**src/rtl/core/rgb_hsv_color_converter_top_macros.svh**
```systemverilog
// ---------------------------------------------------------------------------
// RGB/HSV converter assertion macros
// Concurrent assertion wrappers shared by the converter RTL.
// ---------------------------------------------------------------------------
`ifndef RGB_HSV_COLOR_CONVERTER_TOP_MACROS_SVH
`define RGB_HSV_COLOR_CONVERTER_TOP_MACROS_SVH
`ifndef SYNTHESIS
`define RHC_ASSERT_SAME(label, clk, rst_n, ante, cons, msg) \
  label: assert property (@(posedge clk) disable iff (!rst_n) (ante) |-> (cons)) \
    else $error(msg);
`define RHC_ASSERT_NEXT(label, clk, rst_n, ante, cons, msg) \
  label: assert property (@(posedge clk) disable iff (!rst_n) (ante) |=> (cons)) \
    else $error(msg);
`else
`define RHC_ASSERT_SAME(label, clk, rst_n, ante, cons, msg)
`define RHC_ASSERT_NEXT(label, clk, rst_n, ante, cons, msg)
`endif
`endif

```
**src/rtl/core/rhc_pkg.sv**
```systemverilog
// ---------------------------------------------------------------------------
// RGB/HSV converter package
// Shared types, constants and the divide-by-255 helper.
// ---------------------------------------------------------------------------
package rhc_pkg;

  localparam int DIV_STEPS  = 9;
  localparam int HSV_STAGES = 3;
  localparam int HSV_PAD    = DIV_STEPS + 1 - HSV_STAGES;
  localparam int PIPE_DEPTH = DIV_STEPS + 2;

  localparam logic        ACT_RGB2HSV = 1'b0;
  localparam logic        ACT_HSV2RGB = 1'b1;

  localparam logic [10:0] HUE_ZERO  = 11'd0;
  localparam logic [10:0] HUE_GREEN = 11'd512;
  localparam logic [10:0] HUE_BLUE  = 11'd1024;
  localparam logic [10:0] HUE_FULL  = 11'd1536;
  localparam logic [15:0] HSV_K     = 16'd65280;

  typedef struct packed {
    logic [7:0] den;
    logic [7:0] rem;
    logic [8:0] low;
    logic [8:0] quo;
  } div_lane_t;

  typedef struct packed {
    logic        action;
    logic [7:0]  red;
    logic [7:0]  green;
    logic [7:0]  blue;
    logic [10:0] hue;
    logic [7:0]  sat;
    logic [7:0]  val;
    logic [10:0] hue_base;
    logic        hue_neg;
    logic        hue_zero;
    logic        sat_zero;
  } side_t;

  typedef struct packed {
    div_lane_t sat_lane;
    div_lane_t hue_lane;
    side_t     side;
  } stage_t;

  typedef struct packed {
    logic [7:0] red;
    logic [7:0] green;
    logic [7:0] blue;
  } rgb_t;

  // floor(y/255) for y below 65280
  function automatic logic [7:0] div255(input logic [15:0] y);
    logic [16:0] sum;
    sum = {1'b0, y} + {9'h000, y[15:8]} + 17'd1;
    return sum[15:8];
  endfunction

endpackage

```
**src/rtl/core/rgb_hsv_color_converter_top.sv**
```systemverilog
// ---------------------------------------------------------------------------
// RGB/HSV color converter
// Converts one color per request, RGB to HSV or HSV to RGB, fully pipelined.
// ---------------------------------------------------------------------------
//  channel   handshake          payload
//  in_       start, busy        in_action, in_red/green/blue, in_hue/sat/val
//  out_      out_valid strobe   out_red/green/blue, out_hue/sat/val
//
//  One request per cycle; each request passes the entry stage, the nine-step restoring
//  divider and the exit stage in that order before its result is shown on out_.
//  busy stays low: the pipeline never stalls and the receiver cannot hold it.
//  Reset clears only the valid bits; payload registers are not reset.
// ---------------------------------------------------------------------------
module rgb_hsv_color_converter_top (
  input  logic        clk,
  input  logic        rst_n,
  input  logic        start,
  output logic        busy,
  input  logic        in_action,
  input  logic [7:0]  in_red,
  input  logic [7:0]  in_green,
  input  logic [7:0]  in_blue,
  input  logic [10:0] in_hue,
  input  logic [7:0]  in_sat,
  input  logic [7:0]  in_val,
  output logic        out_valid,
  output logic [7:0]  out_red,
  output logic [7:0]  out_green,
  output logic [7:0]  out_blue,
  output logic [10:0] out_hue,
  output logic [7:0]  out_sat,
  output logic [7:0]  out_val
);
  import rhc_pkg::*;

  logic                 accept;
  logic [DIV_STEPS:0]   vld;
  stage_t               pipe [DIV_STEPS+1];
  rgb_t                 hsv_rgb;

  assign busy   = 1'b0;
  assign accept = start && !busy;

  rhc_prep u_prep (
    .clk       (clk),
    .rst_n     (rst_n),
    .valid_i   (accept),
    .in_action (in_action),
    .in_red    (in_red),
    .in_green  (in_green),
    .in_blue   (in_blue),
    .in_hue    (in_hue),
    .in_sat    (in_sat),
    .in_val    (in_val),
    .valid_o   (vld[0]),
    .stage_o   (pipe[0])
  );

  for (genvar i = 0; i < DIV_STEPS; i++) begin : g_div
    rhc_div_stage u_div (
      .clk     (clk),
      .rst_n   (rst_n),
      .valid_i (vld[i]),
      .stage_i (pipe[i]),
      .valid_o (vld[i+1]),
      .stage_o (pipe[i+1])
    );
  end

  rhc_hsv2rgb u_hsv2rgb (
    .clk   (clk),
    .hue   (in_hue),
    .sat   (in_sat),
    .val   (in_val),
    .rgb_o (hsv_rgb)
  );

  rhc_post u_post (
    .clk       (clk),
    .rst_n     (rst_n),
    .valid_i   (vld[DIV_STEPS]),
    .stage_i   (pipe[DIV_STEPS]),
    .hsv_rgb   (hsv_rgb),
    .out_valid (out_valid),
    .out_red   (out_red),
    .out_green (out_green),
    .out_blue  (out_blue),
    .out_hue   (out_hue),
    .out_sat   (out_sat),
    .out_val   (out_val)
  );

`include "rgb_hsv_color_converter_top_macros.svh"

  `RHC_ASSERT_SAME(a_request_yields_result, clk, rst_n,
    accept,
    ##PIPE_DEPTH out_valid,
    "request produced no result")
  `RHC_ASSERT_SAME(a_result_has_request, clk, rst_n,
    out_valid,
    $past(accept, PIPE_DEPTH),
    "result without matching request")

endmodule

```
**src/rtl/core/rhc_prep.sv**
```systemverilog
// ---------------------------------------------------------------------------
// RGB/HSV converter front stage
// Finds max, min and delta, picks the hue sector and loads both divider lanes.
// ---------------------------------------------------------------------------
module rhc_prep (
  input  logic            clk,
  input  logic            rst_n,
  input  logic            valid_i,
  input  logic            in_action,
  input  logic [7:0]      in_red,
  input  logic [7:0]      in_green,
  input  logic [7:0]      in_blue,
  input  logic [10:0]     in_hue,
  input  logic [7:0]      in_sat,
  input  logic [7:0]      in_val,
  output logic            valid_o,
  output rhc_pkg::stage_t stage_o
);
  import rhc_pkg::*;

  logic        valid_r;
  stage_t      stage_r;
  stage_t      stage_nxt;
  logic [7:0]  mx;
  logic [7:0]  mn;
  logic [7:0]  dlt;
  logic [7:0]  op_a;
  logic [7:0]  op_b;
  logic [7:0]  num;
  logic        neg;
  logic [10:0] base_pos;
  logic [10:0] base_neg;
  logic [15:0] sat_dvd;
  logic [15:0] hue_dvd;

  always_comb begin
    mx = in_red;
    if (in_green > mx) mx = in_green;
    if (in_blue > mx) mx = in_blue;
    mn = in_red;
    if (in_green < mn) mn = in_green;
    if (in_blue < mn) mn = in_blue;
    dlt = mx - mn;
    priority if (in_red == mx) begin
      op_a     = in_green;
      op_b     = in_blue;
      base_pos = HUE_ZERO;
      base_neg = HUE_FULL;
    end else if (in_green == mx) begin
      op_a     = in_blue;
      op_b     = in_red;
      base_pos = HUE_GREEN;
      base_neg = HUE_GREEN;
    end else begin
      op_a     = in_red;
      op_b     = in_green;
      base_pos = HUE_BLUE;
      base_neg = HUE_BLUE;
    end
    neg     = op_a < op_b;
    num     = neg ? (op_b - op_a) : (op_a - op_b);
    sat_dvd = {dlt, 8'h00} - {8'h00, dlt};
    hue_dvd = {num, 8'h00};

    stage_nxt.sat_lane.den = mx;
    stage_nxt.sat_lane.rem = {1'b0, sat_dvd[15:9]};
    stage_nxt.sat_lane.low = sat_dvd[8:0];
    stage_nxt.sat_lane.quo = 9'h000;
    stage_nxt.hue_lane.den = dlt;
    stage_nxt.hue_lane.rem = {1'b0, hue_dvd[15:9]};
    stage_nxt.hue_lane.low = hue_dvd[8:0];
    stage_nxt.hue_lane.quo = 9'h000;

    stage_nxt.side.action   = in_action;
    stage_nxt.side.red      = in_red;
    stage_nxt.side.green    = in_green;
    stage_nxt.side.blue     = in_blue;
    stage_nxt.side.hue      = in_hue;
    stage_nxt.side.sat      = in_sat;
    stage_nxt.side.val      = in_val;
    stage_nxt.side.hue_base = neg ? base_neg : base_pos;
    stage_nxt.side.hue_neg  = neg;
    stage_nxt.side.hue_zero = (dlt == 8'h00);
    stage_nxt.side.sat_zero = (mx == 8'h00);
  end

  always_ff @(posedge clk) begin
    if (!rst_n) begin
      valid_r <= 1'b0;
    end else begin
      valid_r <= valid_i;
    end
    stage_r <= stage_nxt;
  end

  assign valid_o = valid_r;
  assign stage_o = stage_r;

`include "rgb_hsv_color_converter_top_macros.svh"

  `RHC_ASSERT_SAME(a_hue_num_le_delta, clk, rst_n,
    valid_r && !stage_r.side.hue_zero,
    stage_r.hue_lane.rem < stage_r.hue_lane.den,
    "hue numerator exceeds delta")

endmodule

```
**src/rtl/core/rhc_div_stage.sv**
```systemverilog
// ---------------------------------------------------------------------------
// RGB/HSV converter divider step
// One restoring-division bit for the saturation and hue lanes.
// ---------------------------------------------------------------------------
module rhc_div_stage (
  input  logic            clk,
  input  logic            rst_n,
  input  logic            valid_i,
  input  rhc_pkg::stage_t stage_i,
  output logic            valid_o,
  output rhc_pkg::stage_t stage_o
);
  import rhc_pkg::*;

  logic   valid_r;
  stage_t stage_r;
  stage_t stage_nxt;

  function automatic div_lane_t div_step(input div_lane_t lane);
    div_lane_t  res;
    logic [8:0] part;
    logic [8:0] diff;
    logic       ge;
    part     = {lane.rem, lane.low[8]};
    diff     = part - {1'b0, lane.den};
    ge       = part >= {1'b0, lane.den};
    res.den  = lane.den;
    res.rem  = ge ? diff[7:0] : part[7:0];
    res.low  = {lane.low[7:0], 1'b0};
    res.quo  = {lane.quo[7:0], ge};
    return res;
  endfunction

  always_comb begin
    stage_nxt          = stage_i;
    stage_nxt.sat_lane = div_step(stage_i.sat_lane);
    stage_nxt.hue_lane = div_step(stage_i.hue_lane);
  end

  always_ff @(posedge clk) begin
    if (!rst_n) begin
      valid_r <= 1'b0;
    end else begin
      valid_r <= valid_i;
    end
    stage_r <= stage_nxt;
  end

  assign valid_o = valid_r;
  assign stage_o = stage_r;

`include "rgb_hsv_color_converter_top_macros.svh"

  `RHC_ASSERT_SAME(a_sat_rem_bound, clk, rst_n,
    valid_r && (stage_r.side.action == ACT_RGB2HSV) && !stage_r.side.sat_zero,
    stage_r.sat_lane.rem < stage_r.sat_lane.den,
    "saturation remainder not below divisor")

endmodule

```
**src/rtl/core/rhc_hsv2rgb.sv**
```systemverilog
// ---------------------------------------------------------------------------
// RGB/HSV converter six-sector lane
// Computes p, q, t from hue, saturation and value and aligns to the divider.
// ---------------------------------------------------------------------------
module rhc_hsv2rgb (
  input  logic          clk,
  input  logic [10:0]   hue,
  input  logic [7:0]    sat,
  input  logic [7:0]    val,
  output rhc_pkg::rgb_t rgb_o
);
  import rhc_pkg::*;

  localparam logic [2:0] SECT_1 = 3'd1;
  localparam logic [2:0] SECT_2 = 3'd2;
  localparam logic [2:0] SECT_3 = 3'd3;
  localparam logic [2:0] SECT_4 = 3'd4;
  localparam logic [2:0] SECT_5 = 3'd5;

  logic [7:0]  f;
  logic [16:0] st_full;
  logic [15:0] sf_r;
  logic [15:0] st_r;
  logic [7:0]  ns_r;
  logic [7:0]  v1_r;
  logic [2:0]  sec1_r;
  logic [23:0] yq_r;
  logic [23:0] yt_r;
  logic [15:0] yp_r;
  logic [7:0]  v2_r;
  logic [2:0]  sec2_r;
  logic [7:0]  p;
  logic [7:0]  q;
  logic [7:0]  t;
  rgb_t        rgb_nxt;
  rgb_t        rgb_r;
  rgb_t        pad_r [HSV_PAD];

  assign f       = hue[7:0];
  assign st_full = {9'h000, sat} * (17'd256 - {9'h000, f});

  always_comb begin
    p = div255(yp_r);
    q = div255(yq_r[23:8]);
    t = div255(yt_r[23:8]);
    unique case (sec2_r)
      SECT_1:  rgb_nxt = '{red: q,    green: v2_r, blue: p};
      SECT_2:  rgb_nxt = '{red: p,    green: v2_r, blue: t};
      SECT_3:  rgb_nxt = '{red: p,    green: q,    blue: v2_r};
      SECT_4:  rgb_nxt = '{red: t,    green: p,    blue: v2_r};
      SECT_5:  rgb_nxt = '{red: v2_r, green: p,    blue: q};
      default: rgb_nxt = '{red: v2_r, green: t,    blue: p};
    endcase
  end

  always_ff @(posedge clk) begin
    sf_r   <= {8'h00, sat} * {8'h00, f};
    st_r   <= st_full[15:0];
    ns_r   <= 8'hFF - sat;
    v1_r   <= val;
    sec1_r <= hue[10:8];
    yq_r   <= {16'h0000, v1_r} * {8'h00, HSV_K - sf_r};
    yt_r   <= {16'h0000, v1_r} * {8'h00, HSV_K - st_r};
    yp_r   <= {8'h00, v1_r} * {8'h00, ns_r};
    v2_r   <= v1_r;
    sec2_r <= sec1_r;
    rgb_r  <= rgb_nxt;
    pad_r[0] <= rgb_r;
    for (int i = 1; i < HSV_PAD; i++) begin
      pad_r[i] <= pad_r[i-1];
    end
  end

  assign rgb_o = pad_r[HSV_PAD-1];

endmodule

```
**src/rtl/core/rhc_post.sv**
```systemverilog
// ---------------------------------------------------------------------------
// RGB/HSV converter output stage
// Forms the final hue and saturation and registers both color triples.
// ---------------------------------------------------------------------------
module rhc_post (
  input  logic            clk,
  input  logic            rst_n,
  input  logic            valid_i,
  input  rhc_pkg::stage_t stage_i,
  input  rhc_pkg::rgb_t   hsv_rgb,
  output logic            out_valid,
  output logic [7:0]      out_red,
  output logic [7:0]      out_green,
  output logic [7:0]      out_blue,
  output logic [10:0]     out_hue,
  output logic [7:0]      out_sat,
  output logic [7:0]      out_val
);
  import rhc_pkg::*;

  logic        out_valid_r;
  logic [7:0]  red_r;
  logic [7:0]  green_r;
  logic [7:0]  blue_r;
  logic [10:0] hue_r;
  logic [7:0]  sat_r;
  logic [7:0]  val_r;
  logic [10:0] hue_q;
  logic [10:0] hue_calc;
  logic [7:0]  sat_calc;

  assign hue_q = {2'b00, stage_i.hue_lane.quo};

  always_comb begin
    priority if (stage_i.side.hue_zero) begin
      hue_calc = HUE_ZERO;
    end else if (stage_i.side.hue_neg) begin
      hue_calc = stage_i.side.hue_base - hue_q;
    end else begin
      hue_calc = stage_i.side.hue_base + hue_q;
    end
    sat_calc = stage_i.side.sat_zero ? 8'h00 : stage_i.sat_lane.quo[7:0];
  end

  always_ff @(posedge clk) begin
    if (!rst_n) begin
      out_valid_r <= 1'b0;
    end else begin
      out_valid_r <= valid_i;
    end
    if (stage_i.side.action == ACT_RGB2HSV) begin
      red_r   <= stage_i.side.red;
      green_r <= stage_i.side.green;
      blue_r  <= stage_i.side.blue;
      hue_r   <= hue_calc;
      sat_r   <= sat_calc;
      val_r   <= stage_i.sat_lane.den;
    end else begin
      red_r   <= hsv_rgb.red;
      green_r <= hsv_rgb.green;
      blue_r  <= hsv_rgb.blue;
      hue_r   <= stage_i.side.hue;
      sat_r   <= stage_i.side.sat;
      val_r   <= stage_i.side.val;
    end
  end

  assign out_valid = out_valid_r;
  assign out_red   = red_r;
  assign out_green = green_r;
  assign out_blue  = blue_r;
  assign out_hue   = hue_r;
  assign out_sat   = sat_r;
  assign out_val   = val_r;

`include "rgb_hsv_color_converter_top_macros.svh"

  `RHC_ASSERT_NEXT(a_hue_in_range, clk, rst_n,
    valid_i && (stage_i.side.action == ACT_RGB2HSV),
    out_hue < HUE_FULL,
    "computed hue out of range")

endmodule
```
**config.mk**
```make
export PLATFORM = sky130hd
export DESIGN_NAME = rgb_hsv_color_converter_top
export DESIGN_NICKNAME = d
export VERILOG_FILES = /design/src/rtl/core/rhc_pkg.sv /design/src/rtl/core/rgb_hsv_color_converter_top.sv /design/src/rtl/core/rhc_prep.sv /design/src/rtl/core/rhc_div_stage.sv /design/src/rtl/core/rhc_hsv2rgb.sv /design/src/rtl/core/rhc_post.sv
export VERILOG_INCLUDE_DIRS = /design/src /design/src/rtl/core
export SDC_FILE = /design/constraint.sdc
export NUM_CORES = 2
export LEC_CHECK = 0
export ABC_AREA = 1
export BUFFER_PORTS_ARGS = -buffer_cell sky130_fd_sc_hd__buf_2
export CAP_MARGIN = 15
export CORE_UTILIZATION = 63
export DETAILED_ROUTE_END_ITERATION = 10
export GPL_TIMING_DRIVEN = 1
export PLACE_DENSITY_LB_ADDON = 0.12
export SYNTH_ARGS = -nofsm -noshare
export SYNTH_HDL_FRONTEND = slang
export SYNTH_HIERARCHICAL = 1
export SYNTH_SLANG_ARGS = --single-unit
```
**constraint.sdc**
```tcl
create_clock -name clk -period 7.1 [get_ports clk]
set_input_delay 0.355 -clock clk [delete_from_list [all_inputs] [get_ports clk]]
set_output_delay 0.355 -clock clk [all_outputs]
set_load 0.01 [all_outputs]
```
### Word level (Yosys, flattened, before mapping)

Memory sizes are Yosys's and may differ from the RTL's.
Cells that the tools add are included.

| cells by class | value |
|---|---|
| equality and inequality tests | 7 |
| $add $sub $neg | 32 |
| reduce and logical (&&, ||, !) cells | 2 |
| $lt $le $gt $ge | 23 |
| $mul | 5 |
| muxes and demuxes | 39 |

Operator list:

| cell | number |
|---|---|
| 8-bit 2-to-1 mux | 31 |
| 8-bit subtractor | 19 |
| 9-bit by 8-bit greater-or-equal comparator with 1-bit output | 16 |
| 24-bit one-hot mux with 5 select lines | 1 |
| 11-bit 2-to-1 mux | 7 |
| 16-bit by 1-bit adder with 16-bit output (second input constant) | 3 |
| 16-bit by 8-bit adder with 16-bit output | 3 |
| 8-bit by 16-bit multiplier with 24-bit output | 2 |
| 8-bit by 8-bit multiplier with 16-bit output | 2 |
| 16-bit subtractor (first input constant) | 2 |
| 8-bit less-than comparator | 3 |
| 8-bit by 17-bit multiplier with 16-bit output | 1 |
| 8-bit equality test | 2 |
| 8-bit greater-or-equal comparator | 2 |
| 8-bit > comparator | 2 |
| 8-bit logical NOT | 2 |
| 16-bit by 8-bit subtractor with 16-bit output | 1 |
| 11-bit by 9-bit adder with 11-bit output | 1 |
| 11-bit by 9-bit subtractor with 11-bit output | 1 |
| 9-bit by 8-bit subtractor with 10-bit output (first input constant) | 1 |
| 8-bit subtractor (first input constant) | 1 |
| 3-bit by 2-bit equality test with 1-bit output (second input constant) | 2 |
| 3-bit equality test (second input constant) | 2 |
| 3-bit by 1-bit equality test with 1-bit output (second input constant) | 1 |

| storage, ports and cells | value |
|---|---|
| logic and storage cells | 318 |
| memory bits (writable) | 168 |
| output and inout port bits | 53 |
| memories | 1 |
| register bits | 1,277 |

Memory list:

| name | words | width | rd ports | clocked after memory_dff | wr ports | line | text |
|---|---|---|---|---|---|---|---|
| u_hsv2rgb.pad_r | 7 | 24 | 7 | 0 | 7 | rhc_hsv2rgb.sv:37 | `rgb_t pad_r [HSV_PAD];` |

### Longest topological paths before layout

| logic depth | value |
|---|---|
| word-level depth | 9 |
| gate-level depth with buffers | 49 |

### By module

Netlist, hierarchy kept.

By module, submodules not included:

| module | instances | area an instance (um^2) | seq. area each (um^2) | cells each |
|---|---|---|---|---|
| rhc_div_stage | 9 | 3,871.2 | 2,662.6 | 359 |
| rhc_hsv2rgb | 1 | 24,005.5 | 6,025.8 | 3,019 |
| rhc_prep | 1 | 5,236.3 | 1,941.9 | 665 |
| rhc_post | 1 | 2,491.1 | 1,041.0 | 358 |
| rgb_hsv_color_converter_top | 1 | 11.3 | 0.0 | 2 |

### Least setup slack after synthesis

OpenSTA, ideal clock, no wires.

| path | value |
|---|---|
| kind | input-to-reg |
| start | in in_red[7] |
| end | reg u_prep.stage_r, in the netlist u_prep/stage_o[86] |
| setup slack | 1.293 ns |
| data arrival time | 5.693 ns |
| buffers on the path | 3 |
| stages | 39 |
| cells stage by stage | inv_1 -> ha_1 -> a21o_1 -> nor2_1 -> nand2_2 -> nand2_2 -> clkbuf_1 -> nand2_1 -> o21ai_0 -> inv_1 -> ha_1 -> nand2_1 -> nor2_1 -> nand3_1 -> nand3b_1 -> buf_2 -> nand3_1 -> nand2_1 -> [3 not listed] -> nand2_2 -> inv_2 -> nor2_2 -> buf_6 -> a221oi_2 -> inv_2 -> fa_1 -> nand3_1 -> nand3_1 -> a31oi_1 -> o21bai_1 -> a21oi_1 -> clkinv_1 -> nor2_1 -> nand2_1 -> nand2_1 -> xor2_1 -> inv_1 |

| between the ends | value |
|---|---|
| word-level cells in the longest chain between the ends | 9 |
| elaborated cells between the ends (all ways) | 14 |
| classes of those cells | 2 x add/sub; 3 x order compare; 2 x eq/ne; 7 x mux |

RTL lines:

| element | line | text |
|---|---|---|
| start, declared | rgb_hsv_color_converter_top.sv:20 | `input logic [7:0] in_red,` |
| 8-bit > comparator | rhc_prep.sv:38 | `if (in_green > mx) mx = in_green;` |
| 8-bit 2-to-1 mux (*) | rhc_prep.sv:38 |  |
| 8-bit > comparator | rhc_prep.sv:39 | `if (in_blue > mx) mx = in_blue;` |
| 8-bit 2-to-1 mux (*) | rhc_prep.sv:39 |  |
| net u_prep.mx[3] | rhc_prep.sv:24 | `logic [7:0] mx;` |
| 8-bit equality test | rhc_prep.sv:49 | `end else if (in_green == mx) begin` |
| 8-bit 2-to-1 mux | rhc_prep.sv:49 |  |
| 8-bit 2-to-1 mux | rhc_prep.sv:44 | `priority if (in_red == mx) begin` |
| 8-bit less-than comparator (*) | rhc_prep.sv:60 | `neg = op_a < op_b;` |
| net u_prep.neg | rhc_prep.sv:30 | `logic neg;` |
| 8-bit 2-to-1 mux (*) | rhc_prep.sv:61 | `num = neg ? (op_b - op_a) : (op_a - op_b);` |
| net u_prep.num[3] | rhc_prep.sv:29 | `logic [7:0] num;` |
| end signal, assigned | rhc_prep.sv:93 | `stage_r <= stage_nxt;` |
| end, declared | rhc_prep.sv:22 | `stage_t stage_r;` |

Mark *: on every way through the listed nets, which the timed path passes. The rest lies on a longest branch.
A chain may end at the register's enable or synchronous reset.

### Final worst setup path

| path | value |
|---|---|
| start | in in_red[7] |
| end | reg u_prep.stage_r, in the netlist u_prep/stage_o[89] |

Same word-level chain as after synthesis.

==> run summary <==
======================================================================================
Outcome                                                                   complete, no violations
Post-Synthesis Mean Instance Area                                             8.97 um2
Minimum period implied by the final worst setup slack                          6490 ps
Placement row count                                                                114
Fillcell total                                                                    7466
Max stage delay on crit path                                                    630 ps
Maximum capacitance violations                                                       0
Total GRT Usage                                                                  26.7%
Worst Path Arrival                                                             7090 ps
Cell total after placement                                                        8218
Setup TNS                                                                         0 ps
Count of final max-slew check failures                                               0
Max_slew headroom                                                                27.7%
Largest net degree at the start of global routing                                   54
Area of the core                                                             97300 um2
Initial detailed-routing violation count                                          2704
Chip height                                                                     316 um
Post-route fraction of the period consumed by the critical path                  91.4%
Cell at the slowest stage of the critical path                            sky130_fd_sc_hd__nor2_2
Maximum clock frequency                                                        154 MHz
Weighted congestion reported at the end of routability-driven placement          0.909
Die Span X                                                                      316 um
Category of the most critical setup path                                     in -> reg
Count of input and output buffers                                                  106
Remaining routing DRC violations                                                     0
Yosys Warn Count                                                                     6
Number of failing hold endpoints at the final stage                                  0
Antenna violations before repair                                                     2
Global-route wire length before repair                                          213 mm
Number of top-level pins                                                           108
Share of cells above drive strength 1                                            7.98%
Setup Viol. Count Final                                                              0
Top fanout value on the critical path                                               15
Critical path data required time                                               7700 ps
Count of non-filler cells in the finished layout                                  8532
Crit path setup slack, layout                                                   612 ps
Cell chosen for the clock root                                            sky130_fd_sc_hd__clkbuf_16
Area growth, synth to finish                                                     11.2%
Clk slew on worst S/H paths                                                      60 ps
Effective utilization at floorplan                                               63.9%
Die area                                                                     99900 um2
Insertion delay of the later-clocked pin in the worst-skew pair                 740 ps
Worst Skew                                                                     37.1 ps
Total congestion overflow after global routing                                       0
Synthesized netlist cell count                                                    6932
Max Buffers Root-to-Sink                                                             3
Via/cell ratio                                                                    5.03
Final instance area                                                          69200 um2
Post-CTS repair timing setup buffer count                                            0
RSZ-0062 raised after global routing                                             false
Number of detailed-route iterations in the first pass                                6
Type of element launching the critical path                                  input pin
Number of global-route vias before repair                                        42500
TritonCTS clock tree                                                               yes
Slew at the pin closest to its max-slew limit                                  1080 ps
Mapped cell area                                                             62200 um2
Path category of the worst min-delay check                                   in -> reg
Count of vias placed by the detailed router                                      43000
Hpwl dp                                                                        96.6 mm
Post-route ant nets                                                                  0
Nature of the critical path endpoint                                          register
# clock sinks                                                                     1470
TritonCTS Buffers                                                                  139
H-tree Lvls                                                                          4
Placed instance area                                                         63700 um2
Post-Place Worst Slack                                                          436 ps
Wire length after detailed routing                                              130 mm
Most common cell type on the critical path                                sky130_fd_sc_hd__nand2_1
Detailed-route wire length per cell                                            15.2 um
Post-layout net count                                                             7902
======================================================================================
[layout make-up]
class                   count  area [um2]  area share [%]
flip-flops and latches   1470       29400            42.6
inverters                1243        4670            6.75
clock inverters            72         952            1.38
diodes                      4        10.0          0.0145
repair buffers            189        1290            1.87
well taps                1276        1600            2.31
clock buffers             183        3960            5.72
multi-input cells        4095       27200            39.4
[per-stage QoR]
stage,utilization [%],hold WS (ps)
floorplan,-,310
global placement,65.5,310
detailed placement,65.5,312
CTS,71.1,214
global route,71.1,266
finish,71.1,278
[metal layers]
| metal | track usage, % | vias up | part of all wire [%] |
|---|---|---|---|
| met5 | 0 | - | 0 |
| met4 | 8.64 | 0 | 2.6 |
| met3 | 4.73 | 231 | 5.9 |
| met2 | 44.1 | 1187 | 46 |
| met1 | 35.5 | 20000 | 45 |
| li1 | - | 21600 | - |
[critical path: cells and delay by family]
family                     cells  cell delay (ps)
and+or+nand+nor               19             2910
AOI/OAI and AO/OA              9             1530
buffers and inverters          5             1140
adders and majority gates      3              990
xor gates and xnor gates       1              160
[worst paths after layout]
check                                                 from                          to  slack (ps)  cells past startpoint
worst max-delay path                             in_red[7]          u_prep/stage_o[89]         610                     37
worst min-delay path                             in_action          u_prep/stage_o[65]         280                      2
worst max register to register           u_hsv2rgb/st_r[0]          u_hsv2rgb/yq_r[23]        1310                     24
worst min register to register  g_div[0].u_div/stage_o[79]  g_div[1].u_div/stage_o[80]         300                      0
[repair_timing]
item | in CTS | in global routing
hold buffers | 55 | 0
gates resized for setup | 0 | 0
hold endpoints to repair | 79 | 0
[sequential cells by signal (all words and copies together) (netlist names), 9 cells and up]
register and flops:
g_div.u_div/stage_o 1011, u_hsv2rgb/pad_r 168, u_prep/stage_o 96, u_hsv2rgb/rgb_r 24, u_hsv2rgb/st_r 16, u_hsv2rgb/yp_r 16
u_hsv2rgb/yq_r 16, u_hsv2rgb/yt_r 16, u_hsv2rgb/sf_r 15, u_post/out_hue 11, g_div.u_div/valid_o 9
[cells in the final DEF, fill, tap and decap left out, types with 20 or more instances in the layout]
cell type,instances
sky130_fd_sc_hd__xnor2_1,44
sky130_fd_sc_hd__a21o_1,23
sky130_fd_sc_hd__clkbuf_8,25
sky130_fd_sc_hd__buf_2,106
sky130_fd_sc_hd__dlygate4sd3_1,55
sky130_fd_sc_hd__nand2_2,33
sky130_fd_sc_hd__nor2_2,27
sky130_fd_sc_hd__inv_1,1204
sky130_fd_sc_hd__conb_1,20
sky130_fd_sc_hd__dfxtp_1,1469
sky130_fd_sc_hd__a21oi_1,157
sky130_fd_sc_hd__fa_1,298
sky130_fd_sc_hd__nand3b_1,22
sky130_fd_sc_hd__nor3_1,37
sky130_fd_sc_hd__nand2_1,1701
sky130_fd_sc_hd__xor2_1,88
sky130_fd_sc_hd__nand3_1,453
sky130_fd_sc_hd__nand4_1,78
sky130_fd_sc_hd__o21ai_0,73
sky130_fd_sc_hd__nor2_1,420
sky130_fd_sc_hd__inv_2,35
sky130_fd_sc_hd__buf_4,28
sky130_fd_sc_hd__ha_1,411
sky130_fd_sc_hd__clkbuf_16,142
Power is not shown: default switching activity piles up to over one toggle a cycle in this logic, so the estimate is an artifact.
